<file path="src/rtl/core/klt_pkg.sv">
`timescale 1ns / 1ps
// ----------------------------------------------------------------------------
// klt_pkg
// Shared types and constants of the keyed list table: operation and status
// codes, request and result beats, controller states.
// ----------------------------------------------------------------------------
package klt_pkg;

  localparam int unsigned KLT_DEPTH      = 64;
  localparam int unsigned KLT_DATA_WIDTH = 32;
  localparam int unsigned KeyW           = 32;
  localparam int unsigned ItemDataW      = 32;
  localparam int unsigned PosW           = 6;
  localparam int unsigned CntOutW        = 7;

  typedef enum logic [1:0] {
    FUNC_APPEND = 2'd0,
    FUNC_REMOVE = 2'd1,
    FUNC_GET    = 2'd2,
    FUNC_AT     = 2'd3
  } klt_func_e;

  typedef enum logic [1:0] {
    ST_OK        = 2'd0,
    ST_NOT_FOUND = 2'd1,
    ST_FULL      = 2'd2,
    ST_OUT_RANGE = 2'd3
  } klt_status_e;

  typedef enum logic [1:0] {
    S_IDLE,
    S_SEARCH,
    S_SHIFT,
    S_AT
  } klt_state_e;

  typedef struct packed {
    klt_func_e              func;
    logic signed [KeyW-1:0] item_key;
    logic [ItemDataW-1:0]   item_data;
    logic [PosW-1:0]        position;
  } klt_req_t;

  typedef struct packed {
    klt_status_e            status;
    logic signed [KeyW-1:0] found_key;
    logic [ItemDataW-1:0]   found_data;
    logic [CntOutW-1:0]     entry_count;
  } klt_res_t;

endpackage

</file>
<file path="src/rtl/core/klt_mem.sv">
`timescale 1ns / 1ps
// ----------------------------------------------------------------------------
// klt_mem
// Entry store: simple dual-port synchronous RAM, one write and one read port,
// registered read data.
// ----------------------------------------------------------------------------
module klt_mem #(
  parameter int unsigned Depth = 64,
  parameter int unsigned Width = 64,
  localparam int unsigned AW   = $clog2(Depth)
) (
  input  logic             clk_i,
  input  logic             we_i,
  input  logic [AW-1:0]    waddr_i,
  input  logic [Width-1:0] wdata_i,
  input  logic [AW-1:0]    raddr_i,
  output logic [Width-1:0] rdata_o
);

  logic [Width-1:0] mem_q [Depth];

  always_ff @(posedge clk_i) begin
    if (we_i) begin
      mem_q[waddr_i] <= wdata_i;
    end
    rdata_o <= mem_q[raddr_i];
  end

endmodule

</file>
<file path="src/rtl/core/klt_ctrl.sv">
`timescale 1ns / 1ps
// ----------------------------------------------------------------------------
// klt_ctrl
// Sequencer of the keyed list table: entry count, linear key search with one
// read per cycle, shift-down of later entries on remove, result register.
// ----------------------------------------------------------------------------
module klt_ctrl import klt_pkg::*; #(
  parameter int unsigned Depth     = KLT_DEPTH,
  parameter int unsigned DataWidth = KLT_DATA_WIDTH,
  localparam int unsigned AW       = $clog2(Depth),
  localparam int unsigned CW       = $clog2(Depth + 1),
  localparam int unsigned EW       = KeyW + DataWidth
) (
  input  logic          clk_i,
  input  logic          rst_ni,
  input  logic          start,
  output logic          busy,
  input  klt_req_t      req_i,
  output logic          res_valid_o,
  output klt_res_t      res_o,
  output logic          mem_we_o,
  output logic [AW-1:0] mem_waddr_o,
  output logic [EW-1:0] mem_wdata_o,
  output logic [AW-1:0] mem_raddr_o,
  input  logic [EW-1:0] mem_rdata_i
);

  klt_state_e             state_q, state_d;
  logic [CW-1:0]          cnt_q, cnt_d;
  logic [AW-1:0]          idx_q, idx_d;
  klt_func_e              op_q, op_d;
  logic signed [KeyW-1:0] key_q, key_d;
  klt_res_t               res_q, res_d;
  logic                   vld_q, vld_d;

  logic                   accept;
  logic signed [KeyW-1:0] rd_key;
  logic [ItemDataW-1:0]   rd_data;
  logic [CW-1:0]          idx_ext;
  logic                   hit;
  logic                   last;
  logic                   shift_last;
  logic                   full;
  logic                   pos_ok;

  assign busy        = (state_q != S_IDLE);
  assign accept      = start && !busy;
  assign rd_key      = mem_rdata_i[EW-1 -: KeyW];
  assign rd_data     = ItemDataW'(mem_rdata_i[DataWidth-1:0]);
  assign idx_ext     = CW'(idx_q);
  assign hit         = (rd_key == key_q);
  // entry idx_q, now on the read data, is the last stored entry
  assign last        = ((idx_ext + CW'(1)) == cnt_q);
  assign shift_last  = ((idx_ext + CW'(2)) == cnt_q);
  assign full        = (cnt_q == CW'(Depth));
  assign pos_ok      = (32'(req_i.position) < 32'(cnt_q));

  // next state
  always_comb begin
    state_d = state_q;
    unique case (state_q)
      S_IDLE: begin
        if (accept) begin
          unique case (req_i.func)
            FUNC_APPEND: state_d = S_IDLE;
            FUNC_REMOVE,
            FUNC_GET:    state_d = (cnt_q == '0) ? S_IDLE : S_SEARCH;
            FUNC_AT:     state_d = pos_ok ? S_AT : S_IDLE;
            default:     state_d = S_IDLE;
          endcase
        end
      end
      S_SEARCH: begin
        if (hit) begin
          state_d = (op_q == FUNC_REMOVE && !last) ? S_SHIFT : S_IDLE;
        end else if (last) begin
          state_d = S_IDLE;
        end
      end
      S_SHIFT: begin
        if (shift_last) begin
          state_d = S_IDLE;
        end
      end
      S_AT:    state_d = S_IDLE;
      default: state_d = S_IDLE;
    endcase
  end

  // datapath and memory controls
  always_comb begin
    cnt_d       = cnt_q;
    idx_d       = idx_q;
    op_d        = op_q;
    key_d       = key_q;
    res_d       = res_q;
    vld_d       = 1'b0;
    mem_we_o    = 1'b0;
    mem_waddr_o = idx_q;
    mem_wdata_o = mem_rdata_i;
    mem_raddr_o = idx_q + AW'(1);
    unique case (state_q)
      S_IDLE: begin
        mem_raddr_o = '0;
        if (accept) begin
          op_d  = req_i.func;
          key_d = req_i.item_key;
          idx_d = '0;
          res_d = '{status: ST_OK, found_key: '0, found_data: '0,
                    entry_count: CntOutW'(cnt_q)};
          unique case (req_i.func)
            FUNC_APPEND: begin
              vld_d = 1'b1;
              if (full) begin
                res_d.status = ST_FULL;
              end else begin
                mem_we_o          = 1'b1;
                mem_waddr_o       = cnt_q[AW-1:0];
                mem_wdata_o       = {req_i.item_key, DataWidth'(req_i.item_data)};
                cnt_d             = cnt_q + CW'(1);
                res_d.entry_count = CntOutW'(cnt_q + CW'(1));
              end
            end
            FUNC_REMOVE,
            FUNC_GET: begin
              if (cnt_q == '0) begin
                vld_d        = 1'b1;
                res_d.status = ST_NOT_FOUND;
              end
            end
            FUNC_AT: begin
              mem_raddr_o = AW'(req_i.position);
              if (!pos_ok) begin
                vld_d        = 1'b1;
                res_d.status = ST_OUT_RANGE;
              end
            end
            default: vld_d = 1'b0;
          endcase
        end
      end
      S_SEARCH: begin
        if (hit) begin
          res_d.status     = ST_OK;
          res_d.found_key  = rd_key;
          res_d.found_data = rd_data;
          if (op_q == FUNC_GET) begin
            vld_d = 1'b1;
          end else if (last) begin
            vld_d             = 1'b1;
            cnt_d             = cnt_q - CW'(1);
            res_d.entry_count = CntOutW'(cnt_q - CW'(1));
          end
          // otherwise idx_q stays the hole; read of idx_q+1 is in flight
        end else if (last) begin
          vld_d        = 1'b1;
          res_d.status = ST_NOT_FOUND;
        end else begin
          idx_d = idx_q + AW'(1);
        end
      end
      S_SHIFT: begin
        // rdata holds entry idx_q+1, moves into idx_q
        mem_we_o    = 1'b1;
        mem_raddr_o = idx_q + AW'(2);
        idx_d       = idx_q + AW'(1);
        if (shift_last) begin
          vld_d             = 1'b1;
          cnt_d             = cnt_q - CW'(1);
          res_d.entry_count = CntOutW'(cnt_q - CW'(1));
        end
      end
      S_AT: begin
        vld_d            = 1'b1;
        res_d.status     = ST_OK;
        res_d.found_key  = rd_key;
        res_d.found_data = rd_data;
      end
      default: vld_d = 1'b0;
    endcase
  end

  always_ff @(posedge clk_i or negedge rst_ni) begin
    if (!rst_ni) begin
      state_q <= S_IDLE;
      cnt_q   <= '0;
      vld_q   <= 1'b0;
    end else begin
      state_q <= state_d;
      cnt_q   <= cnt_d;
      vld_q   <= vld_d;
    end
  end

  always_ff @(posedge clk_i) begin
    idx_q <= idx_d;
    op_q  <= op_d;
    key_q <= key_d;
    res_q <= res_d;
  end

  assign res_valid_o = vld_q;
  assign res_o       = res_q;

  a_cnt_bound: assert property (@(posedge clk_i) disable iff (!rst_ni)
    cnt_q <= CW'(Depth))
    else $error("entry count above capacity");

  a_append_inc: assert property (@(posedge clk_i) disable iff (!rst_ni)
    accept && req_i.func == FUNC_APPEND && !full |=> cnt_q == $past(cnt_q) + CW'(1))
    else $error("append did not grow the table");

  a_done_strobe: assert property (@(posedge clk_i) disable iff (!rst_ni)
    state_q != S_IDLE && state_d == S_IDLE |=> vld_q)
    else $error("operation ended without a result beat");

  a_write_range: assert property (@(posedge clk_i) disable iff (!rst_ni)
    mem_we_o |-> CW'(mem_waddr_o) <= cnt_q)
    else $error("write beyond the packed list");

endmodule

</file>
<file path="src/rtl/core/keyed_list_table_core.sv">
`timescale 1ns / 1ps
// ----------------------------------------------------------------------------
// keyed_list_table_core
// Packed list of keyed entries in insertion order with append, remove by key,
// get by key and read at position.
// ----------------------------------------------------------------------------
// Usage:
//   A request beat is taken on a clock edge with start high and busy low.
//   Every request gives exactly one result beat on res_o, marked by
//   res_valid_o for one cycle; the receiver has no way to hold it off.
//   An append, and any request that fails its range check, is answered from
//   the idle state; a read at position waits for its RAM read in S_AT; get and
//   remove scan from position 0 up to the first match or the last entry, and
//   a remove that hits before the last entry then shifts the later ones down.
//   Entries live in one dual-port RAM with one read and one write per cycle;
//   search and shift each move one entry per cycle.
//   busy is low whenever the sequencer is idle, including the cycle in which
//   a result is shown. Reset empties the table at once (count to zero); the
//   RAM contents are not cleared.
// ----------------------------------------------------------------------------
module keyed_list_table_core import klt_pkg::*; #(
  parameter int unsigned Depth     = KLT_DEPTH,
  parameter int unsigned DataWidth = KLT_DATA_WIDTH
) (
  input  logic     clk_i,
  input  logic     rst_ni,
  input  logic     start,
  output logic     busy,
  input  klt_req_t req_i,
  output logic     res_valid_o,
  output klt_res_t res_o
);

  localparam int unsigned AW = $clog2(Depth);
  localparam int unsigned EW = KeyW + DataWidth;

  logic          mem_we;
  logic [AW-1:0] mem_waddr;
  logic [EW-1:0] mem_wdata;
  logic [AW-1:0] mem_raddr;
  logic [EW-1:0] mem_rdata;

  klt_ctrl #(
    .Depth     (Depth),
    .DataWidth (DataWidth)
  ) u_ctrl (
    .clk_i       (clk_i),
    .rst_ni      (rst_ni),
    .start       (start),
    .busy        (busy),
    .req_i       (req_i),
    .res_valid_o (res_valid_o),
    .res_o       (res_o),
    .mem_we_o    (mem_we),
    .mem_waddr_o (mem_waddr),
    .mem_wdata_o (mem_wdata),
    .mem_raddr_o (mem_raddr),
    .mem_rdata_i (mem_rdata)
  );

  klt_mem #(
    .Depth (Depth),
    .Width (EW)
  ) u_mem (
    .clk_i   (clk_i),
    .we_i    (mem_we),
    .waddr_i (mem_waddr),
    .wdata_i (mem_wdata),
    .raddr_i (mem_raddr),
    .rdata_o (mem_rdata)
  );

endmodule

</file>
<file path="config.mk">
export PLATFORM = sky130hd
export DESIGN_NAME = keyed_list_table_core
export DESIGN_NICKNAME = d
export VERILOG_FILES = /design/src/rtl/core/klt_pkg.sv /design/src/rtl/core/klt_mem.sv /design/src/rtl/core/klt_ctrl.sv /design/src/rtl/core/keyed_list_table_core.sv
export SDC_FILE = /design/constraint.sdc
export NUM_CORES = 2
export LEC_CHECK = 0
export BUFFER_PORTS_ARGS = -buffer_cell sky130_fd_sc_hd__buf_2
export CORE_MARGIN = 8
export CORE_UTILIZATION = 56
export CTS_BUF_LIST = sky130_fd_sc_hd__clkbuf_4 sky130_fd_sc_hd__clkbuf_8
export DETAILED_ROUTE_END_ITERATION = 8
export PLACE_DENSITY = 0.72
export SYNTH_ARGS = -nofsm -noshare
export SYNTH_HDL_FRONTEND = slang
export SYNTH_SLANG_ARGS = --single-unit
</file>
<file path="constraint.sdc">
create_clock -name clk_i -period 16.1 [get_ports clk_i]
set_clock_uncertainty 0.05 [all_clocks]
set_input_delay 0.805 -clock clk_i [delete_from_list [all_inputs] [get_ports clk_i]]
set_output_delay 0.805 -clock clk_i [all_outputs]
set_load 0.02 [all_outputs]
</file>
# After elaboration in Yosys (flattened, before gate mapping)
# Memory sizes are Yosys's and may differ from the RTL's. A register that Yosys moved wholly into a read port is not among the register bits.
# Index checks and enable logic that the tools add are counted.
[op_classes]
addsub = 6
order_cmp = 1
eq_ne = 20
muxes = 57
n_reduce_logical = 17
[op_table]
columns = ["cell", "count"]
rows = [
  ["$mux 64", 4],
  ["$pmux 66 s3", 1],
  ["$mux 73", 1],
  ["$mux 71", 1],
  ["$mux 6", 9],
  ["$mux 7", 7],
  ["$pmux 7 s3", 2],
  ["$eq 32x32->1", 1],
  ["$mux 2", 10],
  ["$pmux 6 s3", 1],
  ["$eq 7x7->1", 2],
  ["$mux 1", 14],
  ["$pmux 2 s3", 2],
  ["$pmux 6 s2", 1],
  ["$eq 2x2->1 const B", 5],
  ["$reduce_and 3->1", 3],
  ["$ne 2x1->1 const B", 4],
  ["$pmux 2 s4", 1],
  ["$add 6x1->7 const B", 1],
  ["$add 6x2->7 const B", 1],
  ["$add 7x1->7 const B", 1],
  ["$eq 7x7->1 const B", 1],
  ["$logic_not 7->1", 1],
  ["$lt 6x7->1", 1],
  ["18 further kinds", 26],
]
[word_totals]
register_bits = 123
ram_bits = 4096
in_bits = 75
out_inout_bits = 75
word_cells = 112
n_memories = 1
[mem_list]
columns = ["memory", "words", "word_bits", "rd", "rd_clocked_by_memory_dff", "wr", "line_no", "rtl"]
rows = [
  ["u_mem.mem_q", 64, 64, 1, 1, 1, "klt_mem.sv:20", "logic [Width-1:0] mem_q [Depth];"],
]

# Depth between registers and ports, before layout
[depth]
word_depth = 7
ltp_mapped = 16
depth_no_buf = 10

# By module
# From an unflattened synthesis, not the netlist that was laid out.
[hier_totals]
cells_unflattened = 7213
hier_area_um2 = 163097.7
[modules_own_cells]
columns = ["mod", "n_inst", "cells_each", "area_per_inst_um2", "seq_area_each_um2"]
rows = [
  ["klt_mem", 1, 6598, 156334.9, 124279.2],
  ["klt_ctrl", 1, 615, 6762.7, 3643.5],
]

# Least setup slack after synthesis
# Ideal clock, no wire load.
[synth_timing]
kind = "register to register"
start = "register u_ctrl.state_q[0]"
end = "register u_ctrl.res_q, in the netlist u_ctrl.res_o[10] (enable)"
setup_ns = 0.581
arrival_time_ns = 6.032
required_time_ns = 15.469
slack_ns = 9.436
stages_incl_launch_ff = 7
path_buffers = 1
period_less_slack_ns = 6.664
cell_sequence = "dfrtp_1 clkbuf_1 inv_1 ha_1 inv_2 nor2_1 a211oi_1"
[synth_between]
elab_chain_len = 5
word_cells_on_any_way = 10
classes_between = "eq/ne: 4; reduce/logical: 6"
[synth_rtl]
columns = ["item", "line_no", "rtl"]
rows = [
  ["start, declared", "klt_ctrl.sv:28", "klt_state_e state_q, state_d;"],
  ["start signal, assigned", "klt_ctrl.sv:189", "state_q <= state_d;"],
  ["$reduce_bool 2->1", "klt_ctrl.sv:46", "assign busy = (state_q != S_IDLE);"],
  ["net busy", "keyed_list_table_core.sv:28", "output logic busy,"],
  ["$logic_not 1->1", "klt_ctrl.sv:47", "assign accept = start && !busy;"],
  ["$logic_and 1x1->1", "klt_ctrl.sv:47", ""],
  ["$ne 2x1->1 (no line)", "n/a", ""],
  ["$reduce_and 3->1 (no line)", "n/a", ""],
  ["end signal, assigned", "klt_ctrl.sv:199", "res_q <= res_d;"],
  ["end, declared", "klt_ctrl.sv:33", "klt_res_t res_q, res_d;"],
]
# The timed path passes the listed nets, and every way through them passes these cells.
# A chain may end at the register's enable or synchronous reset.

# Final worst setup path
[layout_timing]
start = "register u_ctrl.state_q[0]"
end = "register u_mem.rdata_o[31] (read register of u_mem.mem_q)"
[layout_between]
elab_chain_len = 5
word_cells_on_any_way = 7
classes_between = "eq/ne: 1; mux: 2; reduce/logical: 4"
[layout_rtl]
columns = ["item", "line_no", "rtl"]
rows = [
  ["$reduce_bool 2->1", "klt_ctrl.sv:46", ""],
  ["$logic_not 1->1", "klt_ctrl.sv:47", ""],
  ["$logic_and 1x1->1", "klt_ctrl.sv:47", ""],
  ["$mux 6", "klt_ctrl.sv:105", "if (accept) begin"],
  ["$pmux 6 s2 (*)", "klt_ctrl.sv:102", "unique case (state_q)"],
  ["end, declared", "klt_mem.sv:17", "output logic [Width-1:0] rdata_o"],
]
# Mark *: on every way between the ends. The rest lies on a longest branch, timed or not.

==> out/summary.md <==
In this run the critical register-to-register path is captured at u_mem.rdata_o[31]$_DFF_P_. The detailed placer's ending HPWL is 246000 µm. Routing layer with the top usage in global route: met2.

Counting flops and latches in the post-synthesis netlist gives 4283. Setup violations remaining at the end of the flow were counted as 0. In the final layout, the share of cells above drive strength 1 is 15.2%.

The cell count after synthesis came out at 9647. Category of the most critical setup path: reg2reg. STA classifies the critical path startpoint as a register. For the worst-skew pair, the clock arrives at the later sink with an insertion delay of 1130 ps. In this run the count of I/O pins placed on the die edge is 150. The routed wire length is 494000 µm, and the clock sink count is 4283.

Counting the buffers created by CTS gives 652. Headroom to the max-slew limit came out at 3.63%. Global routing consumed, on the met2 layer, 47.4% of the routing resources.

The level count of the clock H-tree is 6. The element type at the critical path end was a register. The run gives 65 as the number of distinct library cells after synthesis.

The area of all placed cells without fillers is 0.184 mm². The number of pins exceeding their max-slew limit in the final report is 0, and the horizontal die dimension is 560 µm. The number of antenna violations at the first check in global routing came out at 27.

The floorplan step defined a core boundary enclosing 0.294 mm². For the static leakage, the log shows 61.9 nW. The first global-routing pass estimated 688000 µm of wire.

The logs give 139 MHz for the highest attainable clock frequency and 0 for the number of nets with antenna violations after detailed routing. The biggest cell delay along the critical path is 870 ps, and the starting density of the core is 56.3%. Routability-driven placement finished with a final weighted congestion of 0.840. In this run the tool buffered the top-level ports with 149 buffer cells.

Most common cell after layout, fill and taps aside: sky130_fd_sc_hd__edfxtp_1. The net count of the finished layout came out at 10.1k. Met1 track utilization from global routing: 40.6%. The logs give 94.6k for the number of global-route vias before repair and 35 for the number of hold buffers added after cts. The die covers 0.313 mm². Counting I/O delays and the setup requirement, the final critical path takes 7200 ps. For the worst setup path, the data required time is 16910 ps. The post-synthesis to final-layout area growth was 10.9%. The number of vias after detailed routing was 98.6k.

After synthesis, the share of flip-flops with an asynchronous set or reset is 0.233%. At the pin with the least slew margin, the transition time is 1440 ps. Most used flip-flop cell after synthesis: sky130_fd_sc_hd__edfxtp_1. The run gives 8900 ps as the worst-case setup margin in the final layout.

TritonCTS built the clock tree. The first TritonRoute pass finished after 8 iterations. Worst slack after detailed placement: 9300 ps.

The number of gates resized after CTS was 0. The data arrival time of the critical path came out at 8020 ps. Counting every net in the synthesized netlist gives 9740. For this block, the initial DRC count from the detailed router was 15.3k. For this run, the number of Yosys warnings is 0. The per-cell via count in the routed design came out at 6.79. Setup repair after global routing left no endpoint under its margin. The cell that appears most often on the critical path is sky130_fd_sc_hd__buf_4.

For the worst-case register-to-register setup slack, the log shows 8900 ps. The slowest stage of the critical path belongs to the cell sky130_fd_sc_hd__buf_4. In this run the core area contains 199 standard-cell rows. For the number of max-cap violations, the log shows 0. The worst-case IR drop observed on VDD is 0.309 mV. Count of flip-flops with a built-in enable after synthesis: 4209.

On the critical path the largest part of the delay comes from buffers and inverters. After synthesis, the mean cell area works out to 17.2 µm². After detailed routing, the number of remaining DRC violations is 0.

Global routing used 30.3% of the available tracks. Once the clock tree was built, the setup fixing pass inserted 0 buffers. The highest fanout seen on the critical path came out at 158.

Counting along the longest clock path gives a buffer depth of 4. The count of buffer and inverter cells on the critical path was 5. In this run the cell area of the synthesized design comes to 0.166 mm². The vertical extent of the die works out to 560 µm.

For the accumulated negative setup slack, the log shows 0 ps. The worst register-to-register path begins at u_ctrl.state_q[0]$_DFFE_PN0P_. Global routing used 5.96% of the available met3 tracks. For the placed standard-cell area, the log shows 0.170 mm².

The clock transition at the registers of the reported paths is 60 ps, and the largest net degree at the start of global routing is 184. Wire length per cell after detailed routing: 34.0 µm. The flow ran to the end, and the final reports show no timing, DRC or antenna violations. Power spread over the standard cell area amounts to 212 mW/mm². After filler insertion, the fill cell instance count of the layout stands at 20.2k.

Global routing finished with a remaining overflow of 0. After layout, the worst path uses 44.7% of the clock period. The top cell types in the final layout, fill and taps aside, are 4209 x sky130_fd_sc_hd__edfxtp_1, 1330 x sky130_fd_sc_hd__mux2i_1, 800 x sky130_fd_sc_hd__nand2_1, 699 x sky130_fd_sc_hd__clkbuf_8, 691 x sky130_fd_sc_hd__a21oi_1. Worst hold path class: in2async. The signal on the critical path passes through inv_1, ha_1, nor3_1, a221oi_4, buf_12, buf_4, buf_4, buf_4, mux2i_1, o22ai_1, or4_1, a22oi_1, o221ai_1.

The clock root buffer is sky130_fd_sc_hd__clkbuf_8. The final hold violation count is 0, and the count of cells along the worst register-to-register path is 13. For this run, the register share of the synthesized area comes to 77.3%.
==> routing by layer <==
metal | vias to the layer above | wire length (µm)
met5 | - | 27
met4 | 4 | 29900
met3 | 1402 | 61600
met2 | 7732 | 227000
met1 | 49600 | 175000
li1 | 39900 | -
==> report_power, final <==
| group | internal, W | switching, W | leakage (nW) |
|---|---|---|---|
| Combinational | 0.00449 | 0.0107 | 16.2 |
| Clock | 0.00470 | 0.00416 | 6.87 |
| Sequential | 0.0146 | 0.000375 | 38.8 |
| Total | 0.0237 | 0.0153 | 61.9 |
==> state kept, by name, summed over array words and instances (netlist names) <==
signal and count:
u_mem.mem_q 4096, u_ctrl.res_o 73, u_mem.rdata_o 64, u_ctrl.key_q 32
u_ctrl.cnt_q 7, u_ctrl.idx_q 6, u_ctrl.op_q 2, u_ctrl.state_q 2
u_ctrl.res_valid_o 1
==> area by class of cell <==
cell class / count / area [µm²] / share of cell area (%)
diodes: 16 / 40.0 / 0.0218
multi-input cells: 4680 / 34700 / 18.9
clock buffers: 960 / 11600 / 6.31
clock inverters: 228 / 1310 / 0.712
repair buffers: 405 / 3040 / 1.66
inverters: 15 / 56.3 / 0.0307
flip-flops and latches: 4283 / 128000 / 69.7
well taps: 3919 / 4900 / 2.67
==> worst max path at each step <==
stage / end / slack (ps) / cells past startpoint / start
floorplan: u_ctrl.res_o[10]$_DFFE_PP_ / 9440 / 6 / u_ctrl.state_q[0]$_DFFE_PN0P_
global route: u_mem.rdata_o[31]$_DFF_P_ / 8710 / 13 / u_ctrl.state_q[0]$_DFFE_PN0P_
CTS: u_mem.rdata_o[31]$_DFF_P_ / 9190 / 13 / u_ctrl.state_q[0]$_DFFE_PN0P_
detailed placement: u_mem.rdata_o[31]$_DFF_P_ / 9300 / 13 / u_ctrl.state_q[0]$_DFFE_PN0P_
finish: u_mem.rdata_o[31]$_DFF_P_ / 8900 / 13 / u_ctrl.state_q[0]$_DFFE_PN0P_
global placement: u_mem.rdata_o[30]$_DFF_P_ / 9370 / 12 / u_ctrl.state_q[0]$_DFFE_PN0P_
==> synthesized netlist by cell type, drive strengths merged (39+ instances only) <==
master,instances,area (µm²)
mux2,66,743
mux2i,1330,13300
nor2,77,289
and2,67,419
nand2,802,3010
or4,86,646
clkbuf,236,886
a221oi,659,5780
o41ai,54,473
xnor2,51,447
o22ai,318,1990
a21oi,699,3530
dfxtp,64,1280
edfxtp,4209,126000
nor4,104,651
a22oi,39,293
nand4,42,263
buf,433,2630
o221ai,52,455
==> cells by family after synthesis <==
kind of cell	share of synthesized area, %
fa+ha+maj	0.136
flops	77.3
simple gates	3.56
mux	8.52
compound gates	8.04
buf+inv	2.16
xor+xnor	0.317
==> through the flow <==
stage                     std cells  power [W]  hold slack, ps  util (%)
after floorplan                9647     0.0253             443         -
after global placement        13300     0.0296             513      57.9
after detailed placement      13300     0.0300             541      57.9
after CTS                     14500     0.0387            5.95      62.4
after global routing          14500     0.0403            51.9      62.4
final                         14500     0.0390            53.1      62.4
No activity file was read; power rests on OpenSTA's default activity.
